==> src/rtl/rtul_pkg.sv <==
`timescale 1ns / 1ps

package rtul_pkg;

   localparam int unsigned TABLE_ENTRIES_DEF = 16;
   localparam logic [15:0] HYST_RESET        = 16'd5;

   typedef enum logic {
      OP_UPDATE = 1'b0,
      OP_LOOKUP = 1'b1
   } op_type;

   typedef enum logic [2:0] {
      ST_INSERTED  = 3'd0,
      ST_UPDATED   = 3'd1,
      ST_UNCHANGED = 3'd2,
      ST_FULL      = 3'd3,
      ST_HIT       = 3'd4,
      ST_MISS      = 3'd5
   } status_type;

   typedef struct packed {
      op_type      operation;
      logic [63:0] dest_addr;
      logic [63:0] next_hop_in;
      logic [7:0]  hop_total;
      logic [15:0] link_metric;
      logic [15:0] seq_number;
   } req_type;

   typedef struct packed {
      status_type  status;
      logic [63:0] next_hop_out;
   } rsp_type;

   // request in flight along the cell row
   typedef struct packed {
      logic        valid;
      logic        done;
      op_type      operation;
      logic [63:0] dest_addr;
      logic [63:0] next_hop_in;
      logic [15:0] link_metric;
      status_type  status;
      logic [63:0] next_hop_out;
   } token_type;

endpackage

==> src/rtl/rtul_cell.sv <==
`timescale 1ns / 1ps

module rtul_cell (
   input  logic                clock,
   input  logic                reset,
   input  logic [15:0]         hyst,
   input  rtul_pkg::token_type tok_i,
   output rtul_pkg::token_type tok_o
);

   logic                entry_valid_ff;
   logic                entry_valid_in;
   logic [63:0]         entry_dest_ff;
   logic [63:0]         entry_next_hop_ff;
   logic [15:0]         entry_metric_ff;
   logic [15:0]         entry_metric_in;
   logic                entry_load;
   rtul_pkg::token_type tok_ff;
   rtul_pkg::token_type tok_in;
   logic                hit;
   logic [16:0]         diff;
   logic [16:0]         mag;

   assign hit  = entry_valid_ff && (entry_dest_ff == tok_i.dest_addr);
   // exact difference of sign-extended metrics
   assign diff = {entry_metric_ff[15], entry_metric_ff}
               - {tok_i.link_metric[15], tok_i.link_metric};
   assign mag  = diff[16] ? (17'd0 - diff) : diff;

   always_comb begin
      tok_in          = tok_i;
      entry_valid_in  = entry_valid_ff;
      entry_metric_in = entry_metric_ff;
      entry_load      = 1'b0;
      if (tok_i.valid && !tok_i.done) begin
         if (hit) begin
            tok_in.done = 1'b1;
            if (tok_i.operation == rtul_pkg::OP_LOOKUP) begin
               tok_in.status       = rtul_pkg::ST_HIT;
               tok_in.next_hop_out = entry_next_hop_ff;
            end else if (mag > {1'b0, hyst}) begin
               tok_in.status   = rtul_pkg::ST_UPDATED;
               entry_metric_in = tok_i.link_metric;
            end else begin
               tok_in.status = rtul_pkg::ST_UNCHANGED;
            end
         end else if (!entry_valid_ff && tok_i.operation == rtul_pkg::OP_UPDATE) begin
            // first free slot, entries fill in order
            tok_in.done     = 1'b1;
            tok_in.status   = rtul_pkg::ST_INSERTED;
            entry_valid_in  = 1'b1;
            entry_metric_in = tok_i.link_metric;
            entry_load      = 1'b1;
         end
      end
   end

   always_ff @(posedge clock) begin
      if (reset) begin
         entry_valid_ff <= 1'b0;
         tok_ff.valid   <= 1'b0;
      end else begin
         entry_valid_ff <= entry_valid_in;
         tok_ff         <= tok_in;
      end
   end

   always_ff @(posedge clock) begin
      entry_metric_ff <= entry_metric_in;
      if (entry_load) begin
         entry_dest_ff     <= tok_i.dest_addr;
         entry_next_hop_ff <= tok_i.next_hop_in;
      end
   end

   assign tok_o = tok_ff;

endmodule

==> config.mk <==
export PLATFORM = sky130hd
export DESIGN_NAME = rtul_cell
export DESIGN_NICKNAME = d
export VERILOG_FILES = /design/src/rtl/rtul_pkg.sv /design/src/rtl/rtul_cell.sv
export SDC_FILE = /design/constraint.sdc
export NUM_CORES = 1
export LEC_CHECK = 0
export BUFFER_PORTS_ARGS = -buffer_cell sky130_fd_sc_hd__buf_2
export CORE_MARGIN = 2
export CORE_UTILIZATION = 47
export CTS_CLUSTER_DIAMETER = 40
export DETAILED_ROUTE_END_ITERATION = 8
export PLACE_DENSITY = 0.74
export SLEW_MARGIN = 20
export SYNTH_ARGS = -nofsm -noshare
export SYNTH_HDL_FRONTEND = slang
export SYNTH_SLANG_ARGS = --single-unit
==> constraint.sdc <==
create_clock -name clock -period 10.7 [get_ports clock]
set_input_delay 1.605 -clock clock [delete_from_list [all_inputs] [get_ports clock]]
set_output_delay 1.605 -clock clock [all_outputs]
set_load 0.005 [all_outputs]
==> results.md <==
* Status: completed
* CTS Hold Bufs at 0
* Required @ worst endpoint at 11.00 ns
* Num rows at 65
* Period utilization at 52.9%
* Die Height at 182 um
* H-tree Lvls at 2
* HP Start: entry_next_hop_ff[58]
* FFs w/ async S/R, synth at 0%
* Hold Slack at 0.543 ns
* Routed WL per cell at 19.8 um
* RSZ-0062 raised after global routing: false
* Met1 Use GR at 26.3%
* Clock Latency Late Sink at 0.57 ns
* Hold endpoint: tok_o[58]
* Clock Skews at 0.0199 ns
* Max_cap viols at 0
* Leak Pwr at 0.00778 uW
* CTS root buffer: clkbuf_16
* Final worst path period need at 5.66 ns
* Synth cell types at 71
* Hold crit path type: flip-flop to flip-flop
* Mapped cell area at 14800 sq um
* Most frequent cells in the layout: 445 x buf_2, 357 x edfxtp_1, 55 x xnor2_1
* Synth area leader: edfxtp_1
* Worst R2R Start: entry_metric_ff[6]
* # placed instances at 1706
* Post-synthesis net count at 1136
* Relative slew slack at 28.5%
* First-pass GRT wire length at 52200 um
* Synth-to-Final Area Change at 29.4%
* Max-slew violations at 0
* Crit-path max FO at 12
* Worst path cell trace: buf_2 -> inv_1 -> ha_1 -> o211ai_1 -> a2111oi_0 -> a21boi_0 -> o31ai_1 -> a21boi_0 -> o21ai_1 -> nand2_1 -> o21ai_0 -> ha_1 -> nor2b_1 -> o211ai_1 -> a21o_1 -> a31oi_1 -> o41ai_1 -> o41ai_2 -> a31o_1
* Hold depth at 1
* CTS tree: yes
* Worst R2R End: tok_o[64]
* Initial Util at 47.3%
* Gr busiest metal: met2
* Main synth FF type: edfxtp_1
* Worst setup EP type: flip-flop
* Routability Congestion at 0.888
* Mapped Cells at 870
* DRT Pass-1 Iters at 5
* Clk buf depth at 3
* Most common cell after layout, fill and taps aside: buf_2
* Mean post-synth cell area at 17.0 sq um
* Synth top area share at 72.3%
* Final nets at 1620
* Max Clock Freq at 177 MHz
* DP HPWL at 25700 um
* Core area at 31300 sq um
* Die ar. at 33000 sq um
* Routed WL at 35700 um
* Yosys warnings at 0
* Post-DRT Antenna Nets at 0
* Met2 usage at 34.8%
* Critical path launch point: tok_i[73]
* Final std cells w/o fill at 1800
* Buffer count from post-CTS setup fixing at 0
* Number of synthesized register bits at 359
* Proportion of layout cells with a drive suffix above 1 at 44.3%
* Top-Level Pins at 446
* GRT Util Overall at 21.0%
* Clk slew on worst S/H paths at 0.05 ns
* Slowest CP cell: o41ai_1
* Kind of critical path: input port to flip-flop
* Grt ovf at 0
* Total negative slack at 0 ns
* Crit path DAT at 5.96 ns
* Final setup vio count at 0
* Clk sinks at 359
* Die X at 182 um
* Max stage delay on crit path at 0.57 ns
* Reg2Reg Depth at 17
* Peak VDD IR at 199 uV
* EDFF count, synth at 357
* Pwr per Cell Area at 190 nW/um^2
* Vias in the first global route at 9250
* Top cells by area, synth: edfxtp_1 72%, mux2_4 5.0%, xnor2_1 3.3%, ha_1 2.8%, mux2_2 1.2%
* Vias per std cell at 5.13
* TritonCTS Buffers at 48
* CTS resizes at 0
* R2r setup slk at 5.84 ns
* Pin count of the biggest net entering global routing at 142
* Drt first-iter violations at 626
* Initial antenna violation count at 7
* Hold Violations, Final at 0
* Number of port buffers at 445
* Drt drc at 0
* Vias at 9238
* CP Launch Type: input port
* Sequential element share of the synthesized area at 72.6%
* GR Util met3 at 5.62%
* Worst Max-Slew Pin Slew at 1.07 ns
## cells by family (layout without fill, tap and decap cells)
group / count (synthesis) / after routing / synth area share, %
mux: 67 / 67 / 6.32
simple gates: 188 / 188 / 7.22
flops: 359 / 359 / 72.6
buf+inv: 61 / 584 / 1.99
compound gates: 91 / 91 / 4.75
other cells: 0 / 5 / 0
xor+xnor: 70 / 70 / 4.19
fa+ha+maj: 34 / 34 / 2.92
## power by group
part	internal (uW)	switching, uW	leakage, uW
logic	152	187	0.00355
clock network	1010	623	0.000813
registers	1640	22.3	0.00342
total	2810	833	0.00778
## cell type report
type | count | area (sq um)
antenna | 5 | 12.5
clock buffer | 55 | 1270
clock inverter | 34 | 407
fill | 2311 | 12100
inverter | 45 | 176
multi-input combinational | 450 | 3780
sequential | 359 | 10800
tap | 402 | 503
timing repair buffer | 450 | 2270
## Yosys cell counts, types with 3 or more instances
| cell type | count |
|---|---|
| buf_2 | 5 |
| ha_1 | 33 |
| buf_6 | 8 |
| nand3b_1 | 3 |
| o21ai_0 | 17 |
| edfxtp_1 | 357 |
| or3_1 | 5 |
| a31oi_1 | 4 |
| nand4b_1 | 5 |
| xnor2_1 | 55 |
| mux2_2 | 16 |
| and4_1 | 3 |
| o211ai_1 | 8 |
| a21o_1 | 7 |
| a2111oi_0 | 3 |
| nand4_1 | 26 |
| nor2b_1 | 9 |
| nor3_1 | 7 |
| nand2_1 | 36 |
| nor2_1 | 24 |
| a21boi_0 | 4 |
| nor3b_1 | 3 |
| nand2b_1 | 26 |
| a21oi_1 | 16 |
| or2_2 | 4 |
| o2111ai_1 | 4 |
| inv_1 | 44 |
| nor4_1 | 7 |
| xor2_1 | 14 |
| mux2_4 | 49 |
| nor4b_1 | 4 |
| nand3_1 | 12 |
| clkbuf_1 | 3 |
## worst max-delay path by stage
stage	to	slack [ns]	cells after the start
CTS	tok_o[64]	4.74	17
detailed placement	tok_o[64]	4.17	17
global route	tok_o[64]	4.59	18
floorplan	tok_o[65]	3.07	5
global placement	tok_o[64]	4.38	17
finish	tok_o[64]	5.04	19
## per-stage QoR
step	power (uW)	instance area [sq um]	utilization [%]	setup WS, ns
2_1_floorplan	1870	14800	-	3.07
4_1_cts	3670	19200	61.2	4.74
3_5_place_dp	2030	17500	55.8	4.17
5_1_grt	3760	19200	61.2	4.59
6_report	3640	19200	61.3	5.04
3_3_place_gp	2020	17500	55.8	4.38
## state kept, by name, indices dropped and copies added, names as in the netlist
register and cells:
tok_o 214, entry_valid_ff 1, entry_metric_ff 16, entry_dest_ff 64, entry_next_hop_ff 64
## layer usage
metal / vias up / routed length, um
met4: 4 / 943
met3: 69 / 2600
met1: 4457 / 14400
met5: - / 26
li1: 4343 / -
met2: 365 / 17700
## worst max-delay path: cells and delay by family
family | cells | cell delay (ns)
AO/OA/AOI/OAI | 13 | 3.14
buffers and inverters | 2 | 0.14
AND/OR/NAND/NOR | 2 | 0.28
adder cells (fa/ha/maj) | 2 | 0.80
Power figures use the tool's default switching activity.
